--- config.mk ---
export PLATFORM = sky130hd
export DESIGN_NAME = leg_contact_slip_qualifier_top
export DESIGN_NICKNAME = d
export VERILOG_FILES = /design/src/design/lcsq_pkg.sv /design/src/design/lcsq_lane.sv /design/src/design/lcsq_outbuf.sv /design/src/design/leg_contact_slip_qualifier_top.sv
export SDC_FILE = /design/constraint.sdc
export NUM_CORES = 2
export LEC_CHECK = 0
export BUFFER_PORTS_ARGS = -buffer_cell sky130_fd_sc_hd__buf_2
export CORE_MARGIN = 2
export CORE_UTILIZATION = 50
export DETAILED_ROUTE_END_ITERATION = 10
export MAX_ROUTING_LAYER = met4
export PLACE_DENSITY = 0.63
export SETUP_SLACK_MARGIN = 0.5
export SYNTH_ARGS = -nofsm -noshare
export SYNTH_HDL_FRONTEND = slang
export SYNTH_SLANG_ARGS = --single-unit
--- constraint.sdc ---
create_clock -name clk_i -period 14.4 [get_ports clk_i]
set_input_delay 0.72 -clock clk_i [delete_from_list [all_inputs] [get_ports clk_i]]
set_output_delay 0.72 -clock clk_i [all_outputs]
set_load 0.05 [all_outputs]
--- src/design/lcsq_pkg.sv ---
package lcsq_pkg;

  localparam int unsigned MASK_W   = 4;
  localparam int unsigned TIME_W   = 48;
  localparam int unsigned GAIN_W   = 16;
  localparam int unsigned TICK_W   = 16;
  localparam int unsigned CONF_W   = 24;
  localparam int unsigned DATA_W   = 32;
  localparam int unsigned ADDR_W   = 5;
  localparam int unsigned OUT_LEGS = 4;

  localparam logic [GAIN_W-1:0] GAIN_ONE = 16'h8000;

  localparam logic              RST_MOD_ENABLE = 1'b1;
  localparam logic [GAIN_W-1:0] RST_SLIP_GAIN  = 16'd16384;
  localparam logic [TICK_W-1:0] RST_TICK_US    = 16'd2500;
  localparam logic [CONF_W-1:0] RST_CONFIRM_US = 24'd30000;
  localparam logic [CONF_W-1:0] RST_RECOVER_US = 24'd500000;

  typedef enum logic [2:0] {
    REG_MOD_ENABLE = 3'd0,
    REG_SLIP_GAIN  = 3'd1,
    REG_TICK_US    = 3'd2,
    REG_CONFIRM_US = 3'd3,
    REG_RECOVER_US = 3'd4
  } cfg_reg_e;

  // Settings shared by every leg lane.
  typedef struct packed {
    logic              enable;
    logic [TICK_W-1:0] tick;
    logic [CONF_W-1:0] confirm;
    logic [CONF_W-1:0] recover;
    logic [GAIN_W-1:0] sgain;
  } lane_cfg_t;

  typedef struct packed {
    logic [MASK_W-1:0]                liftoff;
    logic [MASK_W-1:0]                touchdown;
    logic [TIME_W-1:0]                event_time;
    logic [OUT_LEGS-1:0][GAIN_W-1:0]  gains;
  } res_t;

endpackage

--- src/design/lcsq_lane.sv ---
module lcsq_lane #(
  parameter int unsigned TIMER_BITS = 24
) (
  input  logic                          clk_i,
  input  logic                          rst_ni,
  input  logic                          upd_i,
  input  lcsq_pkg::lane_cfg_t           cfg_i,
  input  logic                          grounded_i,
  input  logic                          slipping_i,
  output logic [lcsq_pkg::GAIN_W-1:0]   gain_o
);
  import lcsq_pkg::*;

  localparam int unsigned CMP_W = (TIMER_BITS > CONF_W) ? TIMER_BITS : CONF_W;
  localparam logic [TIMER_BITS-1:0] TIMER_MAX = {TIMER_BITS{1'b1}};

  logic [TIMER_BITS-1:0] stance_q, stance_d;
  logic [TIMER_BITS-1:0] noslip_q, noslip_d;
  logic                  latched_q, latched_d;
  logic [GAIN_W-1:0]     gain_q, gain_d;
  logic [TIMER_BITS:0]   stance_sum, noslip_sum;
  logic [TIMER_BITS-1:0] stance_inc, noslip_inc;
  logic                  upd;

  // Saturating increments of both timers by one tick.
  assign stance_sum = {1'b0, stance_q} + (TIMER_BITS+1)'(cfg_i.tick);
  assign noslip_sum = {1'b0, noslip_q} + (TIMER_BITS+1)'(cfg_i.tick);
  assign stance_inc = stance_sum[TIMER_BITS] ? TIMER_MAX : stance_sum[TIMER_BITS-1:0];
  assign noslip_inc = noslip_sum[TIMER_BITS] ? TIMER_MAX : noslip_sum[TIMER_BITS-1:0];

  assign upd = upd_i & cfg_i.enable;

  always_comb begin
    stance_d  = grounded_i ? stance_inc : '0;
    noslip_d  = noslip_q;
    latched_d = latched_q;
    gain_d    = gain_q;
    if (latched_q && grounded_i) begin
      noslip_d = slipping_i ? '0 : noslip_inc;
    end
    if (slipping_i) begin
      if (CMP_W'(stance_d) > CMP_W'(cfg_i.confirm)) begin
        gain_d    = cfg_i.sgain;
        latched_d = 1'b1;
      end
    end else if (grounded_i && latched_q) begin
      if (CMP_W'(noslip_d) > CMP_W'(cfg_i.recover)) begin
        gain_d    = GAIN_ONE;
        latched_d = 1'b0;
        noslip_d  = '0;
      end
    end
  end

  always_ff @(posedge clk_i or negedge rst_ni) begin
    if (!rst_ni) begin
      stance_q  <= '0;
      noslip_q  <= '0;
      latched_q <= 1'b0;
      gain_q    <= GAIN_ONE;
    end else if (upd) begin
      stance_q  <= stance_d;
      noslip_q  <= noslip_d;
      latched_q <= latched_d;
      gain_q    <= gain_d;
    end
  end

  assign gain_o = gain_q;

endmodule

--- src/design/lcsq_outbuf.sv ---
module lcsq_outbuf (
  input  logic           clk_i,
  input  logic           rst_ni,
  input  logic           push_i,
  input  lcsq_pkg::res_t data_i,
  output logic           ready_o,
  output logic           valid_o,
  input  logic           ready_i,
  output lcsq_pkg::res_t data_o
);
  import lcsq_pkg::*;

  logic out_valid_q, skid_valid_q;
  res_t out_data_q, skid_data_q;
  logic pop;

  assign pop     = out_valid_q & ready_i;
  assign ready_o = ~skid_valid_q;

  always_ff @(posedge clk_i or negedge rst_ni) begin
    if (!rst_ni) begin
      out_valid_q  <= 1'b0;
      skid_valid_q <= 1'b0;
    end else if (!out_valid_q || pop) begin
      if (skid_valid_q) begin
        out_valid_q  <= 1'b1;
        skid_valid_q <= push_i;
      end else begin
        out_valid_q  <= push_i;
      end
    end else if (push_i) begin
      skid_valid_q <= 1'b1;
    end
  end

  always_ff @(posedge clk_i) begin
    if (!out_valid_q || pop) begin
      if (skid_valid_q) begin
        out_data_q <= skid_data_q;
        if (push_i) begin
          skid_data_q <= data_i;
        end
      end else if (push_i) begin
        out_data_q <= data_i;
      end
    end else if (push_i) begin
      skid_data_q <= data_i;
    end
  end

  assign valid_o = out_valid_q;
  assign data_o  = out_data_q;

`ifndef NO_ASSERTIONS
  // The skid entry is only ever occupied behind a full output register.
  a_skid_behind_out: assert property (@(posedge clk_i) disable iff (!rst_ni)
    skid_valid_q |-> out_valid_q)
    else $error("skid entry valid while output register empty");

  // A beat pushed while the output stalls must land in the skid entry.
  a_stall_push_skid: assert property (@(posedge clk_i) disable iff (!rst_ni)
    (push_i && out_valid_q && !ready_i) |=> skid_valid_q)
    else $error("beat lost while output stalled");

  // Draining the skid entry moves its beat to the output register.
  a_skid_drain: assert property (@(posedge clk_i) disable iff (!rst_ni)
    (skid_valid_q && pop) |=> (out_valid_q && out_data_q == $past(skid_data_q)))
    else $error("skid beat not forwarded to output");
`endif

endmodule

--- src/design/leg_contact_slip_qualifier_top.sv ---
// Leg contact and slip qualifier. Each input beat is one control tick with a
// grounded bit and a slipping bit per leg; it produces exactly one output beat
// with lift-off and touch-down edge masks, the microsecond time stamp after
// the tick, and the friction gain of each leg in unsigned Q1.15. One leg lane
// per leg, up to four, runs its stance and no-slip timers and slip latch side
// by side; the top level merges the lanes with the edge masks and the clock.
// A tick is accepted every cycle unless the output stalls; the lanes take it
// at accept, as the next tick needs their timers; its result is registered
// ahead of a two-entry output buffer, which lets the block take one more tick
// while a result waits, after which in_ready_o drops until the output drains.
// Configuration goes through the APB-style port at byte addresses 0, 4, 8, 12
// and 16 (modulation enable, slip gain, tick length, slip confirm time and
// recovery time) and must be written only while the block is idle. Writing
// zero to the modulation enable freezes timers, latches and gains while the
// clock and the edge detection keep running.
module leg_contact_slip_qualifier_top #(
  parameter int unsigned NUM_LEGS   = 4,
  parameter int unsigned TIMER_BITS = 24
) (
  input  logic                          clk_i,
  input  logic                          rst_ni,
  input  logic                          psel,
  input  logic                          penable,
  input  logic                          pwrite,
  input  logic [lcsq_pkg::ADDR_W-1:0]   paddr,
  input  logic [lcsq_pkg::DATA_W-1:0]   pwdata,
  output logic [lcsq_pkg::DATA_W-1:0]   prdata,
  output logic                          pready,
  input  logic                          in_valid_i,
  output logic                          in_ready_o,
  input  logic [lcsq_pkg::MASK_W-1:0]   grounded_mask_i,
  input  logic [lcsq_pkg::MASK_W-1:0]   slipping_mask_i,
  output logic                          out_valid_o,
  input  logic                          out_ready_i,
  output logic [lcsq_pkg::MASK_W-1:0]   liftoff_mask_o,
  output logic [lcsq_pkg::MASK_W-1:0]   touchdown_mask_o,
  output logic [lcsq_pkg::TIME_W-1:0]   event_time_o,
  output logic [lcsq_pkg::GAIN_W-1:0]   gain_leg0_o,
  output logic [lcsq_pkg::GAIN_W-1:0]   gain_leg1_o,
  output logic [lcsq_pkg::GAIN_W-1:0]   gain_leg2_o,
  output logic [lcsq_pkg::GAIN_W-1:0]   gain_leg3_o
);
  import lcsq_pkg::*;

  // Legs beyond the fourth never see a grounded or slipping bit, so their
  // state can never reach an output; only the first four get a lane.
  localparam int unsigned LANES = (NUM_LEGS < OUT_LEGS) ? NUM_LEGS : OUT_LEGS;

  // Configuration registers.
  logic              mod_enable_q;
  logic [GAIN_W-1:0] slip_gain_q;
  logic [TICK_W-1:0] tick_us_q;
  logic [CONF_W-1:0] confirm_us_q;
  logic [CONF_W-1:0] recover_us_q;

  cfg_reg_e  reg_sel;
  logic      cfg_wr;
  lane_cfg_t lane_cfg;

  logic [TIME_W-1:0]  elapsed_q, elapsed_d;
  logic [LANES-1:0]   prev_gnd_q;
  logic [LANES-1:0]   gnd, slp;
  logic [LANES-1:0][GAIN_W-1:0] lane_gain;
  logic               in_fire;
  res_t               res_d, res_q;

  assign pready  = 1'b1;
  assign reg_sel = cfg_reg_e'(paddr[ADDR_W-1:2]);
  assign cfg_wr  = psel & penable & pwrite;

  always_ff @(posedge clk_i or negedge rst_ni) begin
    if (!rst_ni) begin
      mod_enable_q <= RST_MOD_ENABLE;
      slip_gain_q  <= RST_SLIP_GAIN;
      tick_us_q    <= RST_TICK_US;
      confirm_us_q <= RST_CONFIRM_US;
      recover_us_q <= RST_RECOVER_US;
    end else if (cfg_wr) begin
      case (reg_sel)
        REG_MOD_ENABLE: mod_enable_q <= pwdata[0];
        REG_SLIP_GAIN:  slip_gain_q  <= pwdata[GAIN_W-1:0];
        REG_TICK_US:    tick_us_q    <= pwdata[TICK_W-1:0];
        REG_CONFIRM_US: confirm_us_q <= pwdata[CONF_W-1:0];
        REG_RECOVER_US: recover_us_q <= pwdata[CONF_W-1:0];
        default: ;
      endcase
    end
  end

  always_comb begin
    case (reg_sel)
      REG_MOD_ENABLE: prdata = DATA_W'(mod_enable_q);
      REG_SLIP_GAIN:  prdata = DATA_W'(slip_gain_q);
      REG_TICK_US:    prdata = DATA_W'(tick_us_q);
      REG_CONFIRM_US: prdata = DATA_W'(confirm_us_q);
      REG_RECOVER_US: prdata = DATA_W'(recover_us_q);
      default:        prdata = '0;
    endcase
  end

  // Slip gain values above one are clamped to one when they are latched.
  assign lane_cfg.enable  = mod_enable_q;
  assign lane_cfg.tick    = tick_us_q;
  assign lane_cfg.confirm = confirm_us_q;
  assign lane_cfg.recover = recover_us_q;
  assign lane_cfg.sgain   = (slip_gain_q > GAIN_ONE) ? GAIN_ONE : slip_gain_q;

  assign in_fire   = in_valid_i & in_ready_o;
  assign gnd       = grounded_mask_i[LANES-1:0];
  assign slp       = slipping_mask_i[LANES-1:0];
  assign elapsed_d = elapsed_q + TIME_W'(tick_us_q);

  // The microsecond clock wraps naturally at its width.
  always_ff @(posedge clk_i or negedge rst_ni) begin
    if (!rst_ni) begin
      elapsed_q  <= '0;
      prev_gnd_q <= '0;
    end else if (in_fire) begin
      elapsed_q  <= elapsed_d;
      prev_gnd_q <= gnd;
    end
  end

  for (genvar i = 0; i < LANES; i++) begin : g_lane
    lcsq_lane #(
      .TIMER_BITS (TIMER_BITS)
    ) u_lane (
      .clk_i      (clk_i),
      .rst_ni     (rst_ni),
      .upd_i      (in_fire),
      .cfg_i      (lane_cfg),
      .grounded_i (gnd[i]),
      .slipping_i (slp[i]),
      .gain_o     (lane_gain[i])
    );
  end

  // Merge: the edges come from the tick itself, while the gains are read
  // from the lanes once they have taken this tick, in the cycle after accept.
  always_comb begin
    res_d.liftoff    = '0;
    res_d.touchdown  = '0;
    res_d.event_time = elapsed_d;
    res_d.gains      = res_q.gains;
    res_d.liftoff[LANES-1:0]   = prev_gnd_q & ~gnd;
    res_d.touchdown[LANES-1:0] = ~prev_gnd_q & gnd;
  end

  // The edge masks and time stamp are registered at accept; the lane gains
  // settle at the same edge, so the beat is completed with them the cycle after.
  logic       res_pend_q;
  res_t       res_full;

  always_ff @(posedge clk_i or negedge rst_ni) begin
    if (!rst_ni) begin
      res_pend_q <= 1'b0;
    end else begin
      res_pend_q <= in_fire;
    end
  end

  always_ff @(posedge clk_i) begin
    if (in_fire) begin
      res_q <= res_d;
    end
  end

  for (genvar i = 0; i < OUT_LEGS; i++) begin : g_gain
    if (i < LANES) begin : g_used
      assign res_full.gains[i] = lane_gain[i];
    end else begin : g_fixed
      assign res_full.gains[i] = GAIN_ONE;
    end
  end
  assign res_full.liftoff    = res_q.liftoff;
  assign res_full.touchdown  = res_q.touchdown;
  assign res_full.event_time = res_q.event_time;

  // The buffer holds two beats; one sits in the gain-merge stage, so input
  // is taken only while the buffer could absorb both.
  logic buf_ready;
  logic buf_has_one;

  lcsq_outbuf u_outbuf (
    .clk_i   (clk_i),
    .rst_ni  (rst_ni),
    .push_i  (res_pend_q),
    .data_i  (res_full),
    .ready_o (buf_ready),
    .valid_o (out_valid_o),
    .ready_i (out_ready_i),
    .data_o  ({liftoff_mask_o, touchdown_mask_o, event_time_o,
               gain_leg3_o, gain_leg2_o, gain_leg1_o, gain_leg0_o})
  );

  assign buf_has_one = out_valid_o & ~out_ready_i;
  assign in_ready_o  = buf_ready & ~(res_pend_q & buf_has_one);

endmodule

* Yosys cells after proc, flatten, opt, wreduce, memory -nomap -nowiden *
Cells that the tools add are included.

cells by class
  reductions and logical operators = 27
  add/subtract/negate cells = 9
  eq/ne operators = 9
  order comparisons = 9
  mux-type cells = 75
  bitwise gates (word level) = 15

operators by type and width
  kind                  count
  $mux 24               32
  $mux 120              5
  $mux 16               17
  $add 24x16->25        8
  $gt 24x24->1          8
  $pmux 24 s5           1
  $add 48x16->48        1
  $mux 1                20
  $reduce_bool 2->1     10
  $gt 16x16->1 const B  1
  $reduce_and 4->1      4
  $reduce_and 2->1      6
  $ne 2x1->1 const B    5
  $and 1x1->1           8
  $and 4x4->4           2
  $not 4->4             2
  $eq 3x2->1 const B    2
  $logic_and 1x1->1     4
  $eq 3x1->1 const B    1
  $eq 3x3->1 const B    1
  $logic_not 3->1       1
  $not 1->1             3
  $logic_not 1->1       1
  $logic_or 1x1->1      1

word-level totals
  flip-flop bits (word level) = 692
  input bits = 52
  output and inout port bits = 155

* Longest topological paths before layout *
  word-level depth = 8
  mapped depth = 22

* Cells and area by module *
A second synthesis with hierarchy kept.

unflattened totals
  cell total of the unflattened synthesis = 4174
  area total of the unflattened synthesis = 43764.5 sq um

modules (own cells, without submodules)
  module                             area an instance (sq um)  cells each  times used  sequential area each (sq um)
  lcsq_lane at g_lane[1].u_lane ...  6378.6                    736         2           1627.8
  leg_contact_slip_qualifier_top     9312.7                    783         1           5061.1
  lcsq_outbuf                        8984.9                    383         1           7257.0
  lcsq_lane at g_lane[3].u_lane      6537.5                    808         1           1627.8
  lcsq_lane at g_lane[0].u_lane      6172.2                    728         1           1627.8

* Worst setup path before layout *
Ideal clock, no wire load.

  path kind = register -> register
  from = reg u_outbuf.skid_valid_q
  to = reg u_outbuf.out_data_q (netlist bit u_outbuf.data_o[0]) (enable)
  period minus slack after synthesis = 6.570 ns
  arrival time = 5.970 ns
  buffers on the path = 2
  stages on the path, launching flop included = 5
  setup slack = 7.830 ns
  cells stage by stage = dfrtp_1 clkbuf_1 clkbuf_1 nor2_1 nor2_1

on the way
  word-level cells in the longest chain between the ends = 2

ends and longest elaborated chain
  element                      RTL line           text
  start: declaration           lcsq_outbuf.sv:13  logic out_valid_q, skid_valid_q;
  start signal: assignment     lcsq_outbuf.sv:27  skid_valid_q <= push_i;
  $reduce_bool 2->1 (no line)  --
  $reduce_and 2->1 (no line)   --
  end signal: assignment       lcsq_outbuf.sv:39  out_data_q <= skid_data_q;
  end signal: assignment       lcsq_outbuf.sv:44  out_data_q <= data_i;
  end: declaration             lcsq_outbuf.sv:14  res_t out_data_q, skid_data_q;

No other way between the ends.
A chain may end at the register's enable or synchronous reset.

* Worst setup path in the final report *
  from = reg tick_us_q[0]
  to = reg g_lane[3].u_lane.gain_q[13]

on the way
  word-level cells in the longest chain between the ends = 7

ends and longest elaborated chain
  element                         RTL line                              text
  start: declaration              leg_contact_slip_qualifier_top.sv:52  logic [TICK_W-1:0] tick_us_q;
  start signal: assignment        leg_contact_slip_qualifier_top.sv:82  REG_TICK_US: tick_us_q <= pwdata[TICK_W-1:0];
  $add 24x16->25                  lcsq_lane.sv:27                       assign noslip_sum = {1'b0, noslip_q} + (TIMER_BITS+1)'(cfg_i.tick);
  $mux 24                         lcsq_lane.sv:29                       assign noslip_inc = noslip_sum[TIMER_BITS] ? TIMER_MAX : noslip_sum[TIMER_BITS-1:0];
  $mux 24                         lcsq_lane.sv:39                       noslip_d = slipping_i ? '0 : noslip_inc;
  $mux 24                         lcsq_lane.sv:38                       if (latched_q && grounded_i) begin
  $gt 24x24->1                    lcsq_lane.sv:47                       if (CMP_W'(noslip_d) > CMP_W'(cfg_i.recover)) begin
  $reduce_bool 2->1 (no line)     --
  $reduce_and 4->1 (no line) (*)  --
  end signal: assignment          lcsq_lane.sv:65                       gain_q <= gain_d;
  end: declaration                lcsq_lane.sv:20                       logic [GAIN_W-1:0] gain_q, gain_d;

Mark *: on every way between the ends. The rest lies on a longest branch, timed or not.

==> results.tsv <==
stage	metric	value	unit
routing	drc violations	0	
setup_path	worst r2r src	tick_us_q[0]	
outcome	outcome	complete, no violations	
sta	Final Max Tran Viols	0	
final_layout	number of nets in the layout	4473	
sta	endpoints failing hold	0	
setup_path	Arr. time, crit path	7.15	ns
sta	fin crit period	6.64	ns
clocking	Max clock buf depth	3	
pwr	Pwr per Cell Area	165	nW/um2
clocking	hold_buf cts	0	
sta	endpoints failing setup	0	
synth	Post-Syn Area per Cell	10.5	um2
setup_path	startpoint types	flop	
sta	total negative slack for setup checks	0	ns
floorplan	FP Rows	105	
clocking	CTS-repair resized insts	0	
routing	vias	31600	
floorplan	die area	85200	um2
placed_design	RePlAce Congestion	0.913	
setup_path	worst-path maximum fanout	16	
setup_path	required time worst endpoint	14.91	ns
clocking	root buf cell	clkbuf_16	
hold_path	worst hold path class	input port to async pin	
sta	relative slew slack	0.180	
global_routing	initial antenna violation count	4	
synth	ys async rst share	0.572	
setup_path	RR Endpoint	g_lane[3].u_lane.gain_o[13]	
floorplan	core area	82100	um2
sta	fmax	151	MHz
setup_path	R2R setup slack	7.76	ns
clocking	clock sink count	692	
routing	WL per Instance	22.3	um
clocking	Post-CTS Repair Setup Buffers	0	
routing	ANT nets after route	0	
clocking	H-tree depth	3	
sta	clk_skew	0.0388	ns
synth	Synth cell types	111	
pwr	Worst VDD drop	103	uV
routing	final WL	116000	um
synth	Cell Area, Synth	41400	um2
sta	measured slew at the worst slew-check pin	1.23	ns
synth	YS warnings	0	
final_layout	# fillers	7108	
routing	DR iter-0 viols	2649	
setup_path	CP Class	flop to flop	
synth	post-synthesis sequential area ratio	0.454	
global_routing	vias in the first global route	30200	
global_routing	global-route wire length before repair	179000	um
synth	number of synthesized flops with an enable pin	296	
setup_path	FF-to-FF path depth	17	
clocking	CTS buffer count	78	
routing	DR pass1 iterations	5	
flow_run	MaxCap Viol Count	0	
clocking	CTS tree	done	
global_routing	pin count of the biggest net entering global routing	152	
global_routing	Global Route Usage Sum	0.279	
setup_path	crit end category	flop	
final_layout	Multi-input gate area	21500	um2
sta	final worst-path cycle share	0.461	
clocking	Clock Latency Late Sink	0.65	ns
pwr	Leakage Power	20.7	nW
floorplan	Die H	292	um
sta	RSZ-0062 raised after global routing	false	
floorplan	IO Pins	207	
final_layout	Layout Utilization	0.560	
routing	DR vias/cell	6.07	
placed_design	I/O Buffers	187	
synth	top_reg_cell synth	dfrtp_1	
final_layout	Register Area	18800	um2
global_routing	grt total ovfl	0	
placed_design	HPWL Detailed	79400	um
clocking	CTS clk-pin slew, worst paths	0.06	ns
final_layout	share of post-route cells with drive strength above 1	0.166	
synth	synthesized flop and latch total	692	
final_layout	area grow syn2layout	10.9	%
floorplan	Initial Utilization	0.505	
synth	Mapped Cells	3933	
floorplan	Die Wd	292	um
[registers in the layout (all words and copies together) (netlist names)]
register / flops
g_lane.u_lane.gain_o: 64
confirm_us_q: 24
recover_us_q: 24
mod_enable_q: 1
u_outbuf.valid_o: 1
res_full: 56
u_outbuf.data_o: 120
prev_gnd_q: 4
u_outbuf.skid_data_q: 120
u_outbuf.skid_valid_q: 1
slip_gain_q: 16
g_lane.u_lane.stance_q: 96
g_lane.u_lane.latched_q: 4
g_lane.u_lane.noslip_q: 96
res_pend_q: 1
tick_us_q: 16
elapsed_q: 48
[worst max path at each step]
| stage | startpoint | endpoint | slack [ns] | cells past startpoint |
|---|---|---|---|---|
| after floorplan | u_outbuf.skid_valid_q | u_outbuf.data_o[0] | 7.83 | 4 |
| after global placement | tick_us_q[0] | g_lane[2].u_lane.gain_o[10] | 7.92 | 19 |
| after detailed placement | tick_us_q[0] | g_lane[2].u_lane.gain_o[10] | 7.89 | 19 |
| after CTS | tick_us_q[0] | g_lane[2].u_lane.gain_o[10] | 7.88 | 19 |
| after global routing | tick_us_q[0] | g_lane[2].u_lane.gain_o[14] | 7.45 | 19 |
| final | tick_us_q[0] | g_lane[3].u_lane.gain_o[13] | 7.76 | 17 |
[through the flow]
stage / worst slack (ns) / instance area [um2] / total power [mW] / hold WS, ns / cells
5_1_grt: 7.45 / 45900 / 8.00 / 0.214 / 5213
3_3_place_gp: 7.92 / 43400 / 5.55 / 0.429 / 5066
2_1_floorplan: 7.83 / 41500 / 4.86 / 0.422 / 3940
3_5_place_dp: 7.89 / 43400 / 5.59 / 0.432 / 5066
4_1_cts: 7.88 / 45900 / 7.61 / 0.198 / 5211
6_report: 7.76 / 45900 / 7.57 / 0.139 / 5215
[critical path: stages, from the launching register on]
cell,delay [ns]
dfrtp_1,0.77
ha_1,0.47
fa_1,0.45
a211oi_2,0.28
o21ai_1,0.13
a31oi_1,0.40
a211oi_2,0.22
nor2_2,0.39
a311oi_1,0.20
a21o_1,0.23
ha_1,0.29
nand4_1,0.08
or2_1,0.29
nor3_1,0.30
o21ai_0,0.17
a211oi_2,1.02
a21oi_2,0.47
a22o_1,0.35
[cells in the final DEF, fill, tap and decap left out, drive strengths merged, types with 25 or more instances in the layout]
master / n
a211oi: 34
a21o: 140
a21oi: 262
a22o: 86
a31oi: 34
and2: 44
and3: 50
buf: 224
clkbuf: 106
clkinv: 31
dfrtp: 371
dfstp: 25
edfxtp: 296
ha: 336
inv: 128
mux2: 220
nand2: 381
nand3: 53
nand4: 72
nor2: 232
nor2b: 43
nor3: 60
o21a: 69
o21ai: 248
o31ai: 45
xnor2: 112
xor2: 70
[synth_stat cells, drive strengths merged (72+ instances only)]
library cell	n	area, um2
nand2	381	1430
o21ai	248	1260
a22o	86	753
ha	336	4200
nand4	72	450
a21o	140	1050
a21oi	262	1350
dfrtp	371	9280
edfxtp	296	8890
xnor2	112	981
inv	128	480
mux2	220	2480
nor2	232	886
clkbuf	108	405
[report_power, final]
part / switching (mW) / total [mW] / leakage, nW / internal (mW)
Sequential: 0.257 / 2.82 / 8.00 / 2.57
Clock: 0.856 / 1.99 / 1.24 / 1.14
Combinational: 1.79 / 2.75 / 11.5 / 0.960
[cell families (layout without fill, tap and decap cells)]
| logic type | count (synthesis) | in the layout | share of synthesized area |
|---|---|---|---|
| xor+xnor | 182 | 182 | 0.0385 |
| simple gates | 1039 | 1039 | 0.120 |
| buf+inv | 296 | 497 | 0.0292 |
| other cells | 2 | 13 | 0.000181 |
| mux | 225 | 225 | 0.0613 |
| fa+ha+maj | 345 | 345 | 0.106 |
| compound gates | 1152 | 1152 | 0.191 |
| flops | 692 | 692 | 0.454 |
[layout make-up]
cell class / instances / share of cell area
multi-input combinational: 2952 / 0.468
clock inverter: 39 / 0.00958
antenna: 4 / 0.000218
timing repair buffer: 224 / 0.0269
tap: 1070 / 0.0291
clock buffer: 106 / 0.0461
inverter: 128 / 0.0105
sequential: 692 / 0.410
[layer usage]
layer,global-route usage,wire (um)
met5,-,0
met4,0.0997,4070
met3,0.0338,7210
met2,0.423,52100
met1,0.387,52800
No activity file was read; power rests on OpenSTA's default activity.
